## config.mk

```make
export PLATFORM = sky130hd
export DESIGN_NAME = url_percent_codec_core_flat
export DESIGN_NICKNAME = d
export VERILOG_FILES = /design/src/rtl/upc_pkg.sv /design/src/rtl/upc_in_if.sv /design/src/rtl/upc_out_if.sv /design/src/rtl/url_percent_codec_core.sv /design/src/flat_wrapper.sv
export SDC_FILE = /design/constraint.sdc
export NUM_CORES = 1
export LEC_CHECK = 0
export ABC_AREA = 1
export BUFFER_PORTS_ARGS = -buffer_cell sky130_fd_sc_hd__buf_2
export CAP_MARGIN = 20
export CORE_UTILIZATION = 55
export CTS_BUF_LIST = sky130_fd_sc_hd__clkbuf_4
export DETAILED_ROUTE_END_ITERATION = 6
export PLACE_DENSITY_LB_ADDON = 0.15
export SLEW_MARGIN = 20
export SYNTH_ARGS = -nofsm -noshare
export SYNTH_HDL_FRONTEND = slang
export SYNTH_SLANG_ARGS = --single-unit
```

## constraint.sdc

```tcl
create_clock -name clk_i -period 2.85 [get_ports clk_i]
set_input_delay 0.855 -clock clk_i [delete_from_list [all_inputs] [get_ports clk_i]]
set_output_delay 0.855 -clock clk_i [all_outputs]
set_load 0.05 [all_outputs]
```

## src/rtl/upc_pkg.sv

```systemverilog
package upc_pkg;

  localparam int unsigned ByteW = 8;
  localparam int unsigned NibW  = 4;

  // Escape phase codes
  localparam logic [1:0] ESC_NONE = 2'd0;
  localparam logic [1:0] ESC_HIGH = 2'd1;
  localparam logic [1:0] ESC_LOW  = 2'd2;

  // Codec mode codes
  localparam logic MODE_ENCODE = 1'b0;
  localparam logic MODE_DECODE = 1'b1;

  localparam logic [ByteW-1:0] CH_PLUS    = 8'h2B;
  localparam logic [ByteW-1:0] CH_PERCENT = 8'h25;
  localparam logic [ByteW-1:0] CH_SPACE   = 8'h20;
  localparam logic [ByteW-1:0] CH_TILDE   = 8'h7E;
  localparam logic [ByteW-1:0] CH_DASH    = 8'h2D;
  localparam logic [ByteW-1:0] CH_UNDER   = 8'h5F;
  localparam logic [ByteW-1:0] CH_DOT     = 8'h2E;
  localparam logic [ByteW-1:0] HEX_ALPHA  = 8'd55;
  localparam logic [ByteW-1:0] HEX_DIGIT  = 8'd48;

  typedef struct packed {
    logic            bad;
    logic [NibW-1:0] val;
  } hex_dec_t;

  function automatic logic [ByteW-1:0] hex_char(input logic [NibW-1:0] v);
    logic [ByteW-1:0] w;
    w = {{(ByteW-NibW){1'b0}}, v};
    return (v > 4'd9) ? w + HEX_ALPHA : w + HEX_DIGIT;
  endfunction

  function automatic hex_dec_t hex_value(input logic [ByteW-1:0] c);
    hex_dec_t r;
    r.bad = 1'b0;
    r.val = '0;
    if (c inside {[8'h41:8'h46]}) begin
      r.val = NibW'(c - 8'h37);
    end else if (c inside {[8'h61:8'h66]}) begin
      r.val = NibW'(c - 8'h57);
    end else if (c inside {[8'h30:8'h39]}) begin
      r.val = NibW'(c - 8'h30);
    end else begin
      r.bad = 1'b1;
    end
    return r;
  endfunction

  function automatic logic passes(input logic [ByteW-1:0] c);
    return (c inside {[8'h41:8'h5A], [8'h61:8'h7A], [8'h30:8'h39]}) ||
           c == CH_DASH || c == CH_UNDER || c == CH_DOT || c == CH_TILDE;
  endfunction

endpackage

```

## src/rtl/upc_in_if.sv

```systemverilog
interface upc_in_if;
  import upc_pkg::*;

  logic             valid;
  logic             ready;
  logic [ByteW-1:0] in_byte;
  logic             message_last;

  modport source (output valid, output in_byte, output message_last, input ready);
  modport sink   (input valid, input in_byte, input message_last, output ready);
endinterface

```

## src/rtl/upc_out_if.sv

```systemverilog
interface upc_out_if;
  import upc_pkg::*;

  logic             valid;
  logic             ready;
  logic [ByteW-1:0] out_byte;
  logic             run_last;
  logic             message_end;
  logic             bad_escape;

  modport source (output valid, output out_byte, output run_last, output message_end,
                  output bad_escape, input ready);
  modport sink   (input valid, input out_byte, input run_last, input message_end,
                  input bad_escape, output ready);
endinterface

```

## src/rtl/url_percent_codec_core.sv

```systemverilog
// URL percent codec (form-urlencoded flavor), one byte per input beat.
// Channels: in_i carries in_byte and message_last, out_o carries out_byte,
// run_last, message_end and bad_escape; both use valid/ready, a beat moves
// on a rising edge with valid and ready high. cfg_we_i/cfg_wdata_i set the
// mode (0 encode, 1 decode); write it only while the block is idle. A mode
// write also drops any open escape.
// An accepted byte lands in the item register; its first result is then
// loaded into the result register, from which the receiver takes it.
// Throughput: one byte per cycle when it gives one or no result and the
// receiver does not stall; an encoded byte that needs an escape gives three
// results and holds the item register until the last is loaded into the
// single result register.
// Reset clears the mode to encode, the escape state and both valid flags.
// When the receiver stalls, the result register holds its beat, the item
// register holds a byte with results left; in_i.ready drops till a slot frees.
module url_percent_codec_core (
  input  logic clk_i,
  input  logic rst_ni,
  input  logic cfg_we_i,
  input  logic cfg_wdata_i,
  upc_in_if.sink    in_i,
  upc_out_if.source out_o
);
  import upc_pkg::*;

  logic             mode_q;
  logic [1:0]       phase_q, phase_d;
  logic [NibW-1:0]  hi_q, hi_d;
  logic             dbad_q, dbad_d;

  logic             s_valid_q;
  logic [ByteW-1:0] s_byte_q;
  logic             s_last_q;
  logic [1:0]       idx_q;

  logic             o_valid_q;
  logic [ByteW-1:0] o_byte_q, o_byte_d;
  logic             o_run_q, o_mend_q, o_bad_q, o_bad_d;

  logic [1:0]       n_res;
  logic             out_load, at_end, pop;
  hex_dec_t         hv;

  assign hv       = hex_value(s_byte_q);
  assign out_load = !o_valid_q || out_o.ready;
  assign at_end   = (idx_q == n_res - 2'd1);
  assign pop      = s_valid_q && ((n_res == 2'd0) || (out_load && at_end));
  assign in_i.ready = !s_valid_q || pop;

  // Result count, current result and next escape state for the held byte
  always_comb begin
    n_res    = 2'd1;
    o_byte_d = s_byte_q;
    o_bad_d  = 1'b0;
    phase_d  = phase_q;
    hi_d     = hi_q;
    dbad_d   = dbad_q;
    if (mode_q == MODE_ENCODE) begin
      if (passes(s_byte_q)) begin
        o_byte_d = s_byte_q;
      end else if (s_byte_q == CH_SPACE) begin
        o_byte_d = CH_PLUS;
      end else begin
        n_res = 2'd3;
        case (idx_q)
          2'd0:    o_byte_d = CH_PERCENT;
          2'd1:    o_byte_d = hex_char(s_byte_q[7:4]);
          default: o_byte_d = hex_char(s_byte_q[3:0]);
        endcase
      end
    end else begin
      case (phase_q)
        ESC_HIGH: begin
          n_res    = s_last_q ? 2'd1 : 2'd0;
          o_byte_d = {hv.val, {NibW{1'b0}}};
          o_bad_d  = 1'b1;
          phase_d  = ESC_LOW;
          hi_d     = hv.val;
          dbad_d   = dbad_q | hv.bad;
        end
        ESC_LOW: begin
          o_byte_d = {hi_q, hv.val};
          o_bad_d  = dbad_q | hv.bad;
          phase_d  = ESC_NONE;
          hi_d     = '0;
          dbad_d   = 1'b0;
        end
        default: begin
          if (s_byte_q == CH_PERCENT) begin
            n_res    = s_last_q ? 2'd1 : 2'd0;
            o_byte_d = '0;
            o_bad_d  = 1'b1;
            phase_d  = ESC_HIGH;
            hi_d     = '0;
            dbad_d   = 1'b0;
          end else if (s_byte_q == CH_PLUS) begin
            o_byte_d = CH_SPACE;
          end
        end
      endcase
      // Message end drops any open escape
      if (s_last_q) begin
        phase_d = ESC_NONE;
        hi_d    = '0;
        dbad_d  = 1'b0;
      end
    end
  end

  always_ff @(posedge clk_i or negedge rst_ni) begin
    if (!rst_ni) begin
      mode_q  <= MODE_ENCODE;
      phase_q <= ESC_NONE;
      hi_q    <= '0;
      dbad_q  <= 1'b0;
    end else if (cfg_we_i) begin
      mode_q  <= cfg_wdata_i;
      phase_q <= ESC_NONE;
      hi_q    <= '0;
      dbad_q  <= 1'b0;
    end else if (pop) begin
      phase_q <= phase_d;
      hi_q    <= hi_d;
      dbad_q  <= dbad_d;
    end
  end

  // Item register and result index
  always_ff @(posedge clk_i or negedge rst_ni) begin
    if (!rst_ni) begin
      s_valid_q <= 1'b0;
      idx_q     <= 2'd0;
    end else begin
      if (in_i.ready) begin
        s_valid_q <= in_i.valid;
      end
      if (pop) begin
        idx_q <= 2'd0;
      end else if (s_valid_q && out_load) begin
        idx_q <= idx_q + 2'd1;
      end
    end
  end

  always_ff @(posedge clk_i) begin
    if (in_i.valid && in_i.ready) begin
      s_byte_q <= in_i.in_byte;
      s_last_q <= in_i.message_last;
    end
  end

  // Result register
  always_ff @(posedge clk_i or negedge rst_ni) begin
    if (!rst_ni) begin
      o_valid_q <= 1'b0;
    end else if (out_load) begin
      o_valid_q <= s_valid_q && (n_res != 2'd0);
    end
  end

  always_ff @(posedge clk_i) begin
    if (out_load && s_valid_q && (n_res != 2'd0)) begin
      o_byte_q <= o_byte_d;
      o_run_q  <= at_end;
      o_mend_q <= at_end && s_last_q;
      o_bad_q  <= o_bad_d;
    end
  end

  assign out_o.valid       = o_valid_q;
  assign out_o.out_byte    = o_byte_q;
  assign out_o.run_last    = o_run_q;
  assign out_o.message_end = o_mend_q;
  assign out_o.bad_escape  = o_bad_q;

endmodule
```

## src/flat_wrapper.sv

```systemverilog
// flat-port wrapper written by rule: the top's interface ports become plain ports
module url_percent_codec_core_flat import upc_pkg::*;
  (clk_i, rst_ni, cfg_we_i, cfg_wdata_i, in_i_valid, in_i_in_byte, in_i_message_last, in_i_ready, out_o_valid, out_o_out_byte, out_o_run_last, out_o_message_end, out_o_bad_escape, out_o_ready);
  upc_in_if in_i_i ();
  upc_out_if out_o_i ();
  input  logic clk_i;
  input  logic rst_ni;
  input  logic cfg_we_i;
  input  logic cfg_wdata_i;
  input wire logic [$bits(in_i_i.valid)-1:0] in_i_valid;
  input wire logic [$bits(in_i_i.in_byte)-1:0] in_i_in_byte;
  input wire logic [$bits(in_i_i.message_last)-1:0] in_i_message_last;
  output wire logic [$bits(in_i_i.ready)-1:0] in_i_ready;
  output wire logic [$bits(out_o_i.valid)-1:0] out_o_valid;
  output wire logic [$bits(out_o_i.out_byte)-1:0] out_o_out_byte;
  output wire logic [$bits(out_o_i.run_last)-1:0] out_o_run_last;
  output wire logic [$bits(out_o_i.message_end)-1:0] out_o_message_end;
  output wire logic [$bits(out_o_i.bad_escape)-1:0] out_o_bad_escape;
  input wire logic [$bits(out_o_i.ready)-1:0] out_o_ready;
  assign in_i_i.valid = in_i_valid;
  assign in_i_i.in_byte = in_i_in_byte;
  assign in_i_i.message_last = in_i_message_last;
  assign in_i_ready = in_i_i.ready;
  assign out_o_valid = out_o_i.valid;
  assign out_o_out_byte = out_o_i.out_byte;
  assign out_o_run_last = out_o_i.run_last;
  assign out_o_message_end = out_o_i.message_end;
  assign out_o_bad_escape = out_o_i.bad_escape;
  assign out_o_i.ready = out_o_ready;
  url_percent_codec_core u_core (.clk_i(clk_i), .rst_ni(rst_ni), .cfg_we_i(cfg_we_i), .cfg_wdata_i(cfg_wdata_i), .in_i(in_i_i), .out_o(out_o_i));
endmodule
```

# After elaboration in Yosys (flattened, before gate mapping)
# Cells that the tools add are included.
# Widths: inputs -> output; s select.
dict set report word_totals {
  register_bits 32
  romBits 0
  memories 0
  ram_bits 0
  in_bits 15
  output_inout_bits 13
  word_cells 117
  latch_bits 0
}
dict set report classes {
  shift 0
  n_lt_le_gt_ge 10
  bitwise_logic 1
  n_mul 0
  n_addsub 9
  eq_ne 11
  mux 43
  reduce_logical 30
  n_div 0
}
# cell n
set op_table {}
lappend op_table {{$mux 8} 7}
lappend op_table {{$eq 8x6->1 const B} 5}
lappend op_table {{$le 8x7->1 const B} 4}
lappend op_table {{$mux 4} 8}
lappend op_table {{$pmux 8 s2} 2}
lappend op_table {{$add 4x6->7 const B} 4}
lappend op_table {{$mux 2} 11}
lappend op_table {{$eq 8x7->1 const B} 2}
lappend op_table {{$ge 8x7->1 const B} 2}
lappend op_table {{$logic_and 1x1->1} 12}
lappend op_table {{$mux 1} 10}
lappend op_table {{$ge 8x6->1 const B} 1}
lappend op_table {{$gt 4x4->1 const B} 2}
lappend op_table {{$le 8x6->1 const B} 1}
lappend op_table {{$pmux 2 s2} 2}
lappend op_table {{$pmux 4 s2} 1}
lappend op_table {{$reduce_bool 2->1} 4}
lappend op_table {{$sub 4x3->4 const B} 2}
lappend op_table {{$logic_or 1x1->1} 7}
lappend op_table {{$reduce_bool 5->1} 1}
lappend op_table {{$eq 2x1->1 const B} 2}
lappend op_table {{$logic_not 2->1} 2}
lappend op_table {{$pmux 1 s2} 2}
lappend op_table {{$sub 4x1->4 const B} 1}
lappend op_table {{8 further kinds} 9}

# Logic depth before layout (Yosys ltp)
dict set report logic_depth {
  ltp_word 16
  ltp_mapped 20
  ltp_nobuf 20
}

# Worst setup path after synthesis
# OpenSTA, ideal clock, no wires.
dict set report synth_timing {
  kind {reg-to-output}
  start {reg u_core.s_byte_q[0]}
  end {out in_i_ready}
  slack_ns -0.260
  arrival_ns 2.255
  required_ns 1.995
  stages_incl_launch_ff 15
  n_path_buf 0
  path_cell_list {edfxtp_1 inv_1 ha_1 o21ai_4 nand2_2 nand2_2 nand2_2 nand2_4 nand2_4 nor2_8 nand3_4 nand2_1 nand2_1 nand4_2 nand3_1}
}
dict set report synth_via {
  elab_chain_len 15
  elab_cells_between_ends 32
  cone_classes {add/sub: 1; order compare: 6; eq/ne: 7; mux: 5; reduce/logical: 13}
}
# item line_no
set synth_lines {}
lappend synth_lines {{from (decl)} url_percent_codec_core.sv:32} ;# logic [ByteW-1:0] s_byte_q;
lappend synth_lines {{from (signal assigned)} url_percent_codec_core.sv:147} ;# s_byte_q <= in_i.in_byte;
lappend synth_lines {{$ge 8x7->1 (tied with other cells)} upc_pkg.sv:53} ;# return (c inside {[8'h41:8'h5A], [8'h61:8'h7A], [8'h30:8'h39]}) ||
lappend synth_lines {{$logic_and 1x1->1} upc_pkg.sv:53}
lappend synth_lines {{$reduce_bool 3->1} upc_pkg.sv:53}
lappend synth_lines {{$logic_or 1x1->1} upc_pkg.sv:53}
lappend synth_lines {{$logic_or 1x1->1 (3 in a row)} upc_pkg.sv:54} ;# c == CH_DASH || c == CH_UNDER || c == CH_DOT || c == CH_TILDE;
lappend synth_lines {{$mux 2} url_percent_codec_core.sv:59} ;# if (passes(s_byte_q)) begin
lappend synth_lines {{$mux 2 (*)} url_percent_codec_core.sv:58} ;# if (mode_q == MODE_ENCODE) begin
lappend synth_lines {{$sub 2x1->2} url_percent_codec_core.sv:46} ;# assign at_end = (idx_q == n_res - 2'd1);
lappend synth_lines {{$eq 2x2->1} url_percent_codec_core.sv:46}
lappend synth_lines {{$logic_and 1x1->1} url_percent_codec_core.sv:47} ;# assign pop = s_valid_q && ((n_res == 2'd0) || (out_load && at_end));
lappend synth_lines {{$logic_or 1x1->1 (*)} url_percent_codec_core.sv:47}
lappend synth_lines {{$logic_and 1x1->1 (*)} url_percent_codec_core.sv:47}
lappend synth_lines {{$logic_or 1x1->1 (*)} url_percent_codec_core.sv:48} ;# assign in_i.ready = !s_valid_q || pop;
lappend synth_lines {{to (decl)} flat_wrapper.sv:13} ;# output wire logic [$bits(in_i_i.ready)-1:0] in_i_ready;
# Mark *: on every way between the ends. The rest lies on a longest branch, timed or not.

# Worst setup path after layout
dict set report layout_timing {
  start {reg u_core.s_byte_q[4]}
  end {out in_i_ready}
}
# The elaborated chain is that of the path after synthesis.

==> flow_summary.toml <==
[floorplanning]
row_count = 23
initial_utilization_pct = 59.0
io-pin-count = 28
die_area_um2 = 4680
die_width_um = 68.4
dieHeight_um = 68.4
core-area_um2 = 4120

[synth]
synthTopCellsByArea = "edfxtp_1 25%, dfrtp_1 12%, nand2_1 12%"
ys_ff_latch = 32
synth.net_count = 348
synth_compound_area_share_pct = 14.5
synth-warning-count = 0
synthCells = 319
synthArstFlopShare_pct = 37.5
synth_edf_count = 20
synthAdderAreaFrac_pct = 7.22
synth_top_area_cell = "edfxtp_1"
ys.flop_type = "edfxtp_1"
synth_area_um2 = 2430
synth_top_family_by_area = "simple AND/OR/NAND/NOR gates"
seq_area_frac_synth_pct = 37.1
synth_xor_area_share_pct = 0.361
synthSimpleGateAreaFrac_pct = 31.0
synth_cell_types = 36
synth_top_area_share_pct = 24.7
avgSynthCellArea_um2 = 7.61
muxShareOfSynthArea_pct = 0

[setup_path]
arrival_ps = 2330
cp-startpoint = "u_core.s_byte_q[4]"
startpoint_type = "register"
rr_worst_depth = 17
critPathMaxFanout = 4
r2r_setup_slack_ps = 70
end_kind = "primary output"
critical_path_class = "register to primary output"
critical_path_required_ps = 2000
r2r_start = "u_core.s_byte_q[4]"
r2r_end = "u_core.s_byte_q[3]"

[routing]
drc = 0
viasPerCell = 5.63
via_count = 2635
wl_per_cell_um = 15.5
drt_iter0_drc = 289
ant_nets = 0
drtPass1Iterations = 5
totalWireLength_mm = 7.25

[cts]
clk_latency_ps = 340
root_buffer = "clkbuf_4"
cts_tree = "yes"
clock-sinks = 32
clockBufferDepth = 2
cts_buffers = 5
ctsHtreeMaxLevel = 2
hold_buffers = 0
path_clk_slew_ps = 110

[layout]
area_growth_pct = 38.2
finalInstanceArea_um2 = 3360
multi_input_area_um2 = 1440
nets = 446
final_core_util_pct = 81.5
seqCellArea_um2 = 901
drive_above_1_share_pct = 34.9
fillers = 270
insertedDiodeCount = 0

[timing]
final_max_slew_viol_count = 0
period_share_pct = 112
rsz0062_at_grt = "true"
finalSetupViolations = 1
post-route-min-period_ps = 3180
relSlewSlack_pct = 70.7
postLayoutSetupSlackWorst_ps = -332
hold_viol = 0
worst_pin_slew_ps = 439
fmax_ghz = 0.314
tns_ps = -332
skew_ps = 15.4

[global_route]
grt_antenna_before_repair = 0
grt_pass1_wl_mm = 10.9
grt_pass1_vias = 2354
grt.overflow.total = 0
grtUsageTotal_pct = 32.8
grt_max_degree = 13

[place]
port_buffers = 27
gp_congestion = 1.01
hpwlAfterDp_mm = 5.21
place_area_um2 = 2950

[power]
power.density_nw_per_um2 = 1080
leakage_nw = 1.61
ir_drop_v = 0.000693

[status]
status = "finished, violations left"
violations = "negative setup slack"

[run]
maxCapViolations = 0

[min_path]
min_path_type = "primary input to async pin"
==> critical path, cell delays in order (launching register included) <==
cell	delay [ps]
edfxtp_1	450
inv_2	160
ha_4	180
nand2_1	90
inv_2	90
nand3_2	90
o22ai_2	170
nand2_2	110
buf_4	180
nand2_4	70
nand2_4	60
nand4_4	80
nand3_4	80
buf_8	160
==> cells in the mapped netlist, drive strengths merged (4+ instances only) <==
master  instances
nand2          87
inv            48
nor2           39
nand3          25
edfxtp         20
o21ai          20
a21oi          18
ha             14
dfrtp          12
o22ai           7
nand4           5
buf             4
==> layout make-up <==
type,instances,share of cell area [%]
Clock inverter,3,1.12
Multi-Input combinational cell,233,42.8
Timing Repair Buffer,96,20.4
Inverter,48,5.63
Tap cell,50,1.86
Timing Repair inverter,1,0.224
Sequential cell,32,26.8
Clock buffer,5,1.12
==> power breakdown <==
group	total (mW)	switching, mW	internal, mW	leakage [nW]
logic	2.45	1.51	0.943	1.22
registers	0.832	0.117	0.716	0.350
clock network	0.341	0.162	0.179	0.0403
total	3.62	1.78	1.84	1.61
==> timing repair <==
action                                  4_1_cts  5_1_grt
endpoints found under the setup margin        1       11
endpoints found under the hold margin         0        0
setup buffers                                10       11
pin swaps                                    13       11
resized for setup                            25       16
cloned                                        0        1
==> sequential cells by signal, indices dropped and copies added (netlist names) <==
name,cells
u_core.dbad_q,1
u_core.out_o.bad_escape,1
u_core.s_last_q,1
u_core.s_byte_q,8
u_core.out_o.run_last,1
u_core.hi_q,4
u_core.out_o.valid,1
u_core.out_o.message_end,1
u_core.mode_q,1
u_core.idx_q,2
u_core.s_valid_q,1
u_core.phase_q,2
u_core.out_o.out_byte,8
==> per-layer routing <==
metal	part of all wire [%]	routed length [um]	global-route usage (%)
met3	9.2	667	9.00
met2	48	3460	53.3
met4	2.1	150	11.5
met5	0	0	0
met1	41	2970	41.4
==> cell usage in the layout, fill, tap and decap left out, types with 3 or more instances in the layout <==
cell and n:
nand2_4 6, inv_2 5, clkbuf_4 5, nor3_1 3, nand3_1 20, o21ai_0 17
buf_6 6, nor2_1 35, buf_2 26, a21oi_1 17, ha_1 8, edfxtp_1 20
ha_4 5, dfrtp_1 12, nand2_1 72, nand2_2 9, o22ai_1 6, nand4_1 4
inv_1 40, nand3_4 3, o32ai_1 3, buf_4 63
==> cells by family (layout without fill, tap and decap cells) <==
group / Yosys count / after routing
simple gates: 160 / 160
buf+inv: 54 / 153
flops: 32 / 32
compound gates: 58 / 58
xor+xnor: 1 / 1
fa+ha+maj: 14 / 14
==> worst max-delay path by stage <==
stage          depth (start not counted)  slack, ps         end
2_1_floorplan                         14        0.7  in_i_ready
3_3_place_gp                          11       -140  in_i_ready
3_5_place_dp                          11       -190  in_i_ready
4_1_cts                               16       -320  in_i_ready
5_1_grt                               13       -420  in_i_ready
6_report                              13       -330  in_i_ready
==> stage by stage <==
| step | std cells | hold WS (ps) | total power [mW] | setup WS (ps) |
|---|---|---|---|---|
| finish | 468 | 373 | 3.62 | -332 |
| global route | 468 | 388 | 3.86 | -421 |
| CTS | 456 | 381 | 3.42 | -318 |
| detailed placement | 438 | 460 | 2.87 | -188 |
| global placement | 438 | 455 | 2.83 | -137 |
| floorplan | 319 | 442 | 2.20 | 0.661 |
(Power assumes the default switching activity.)
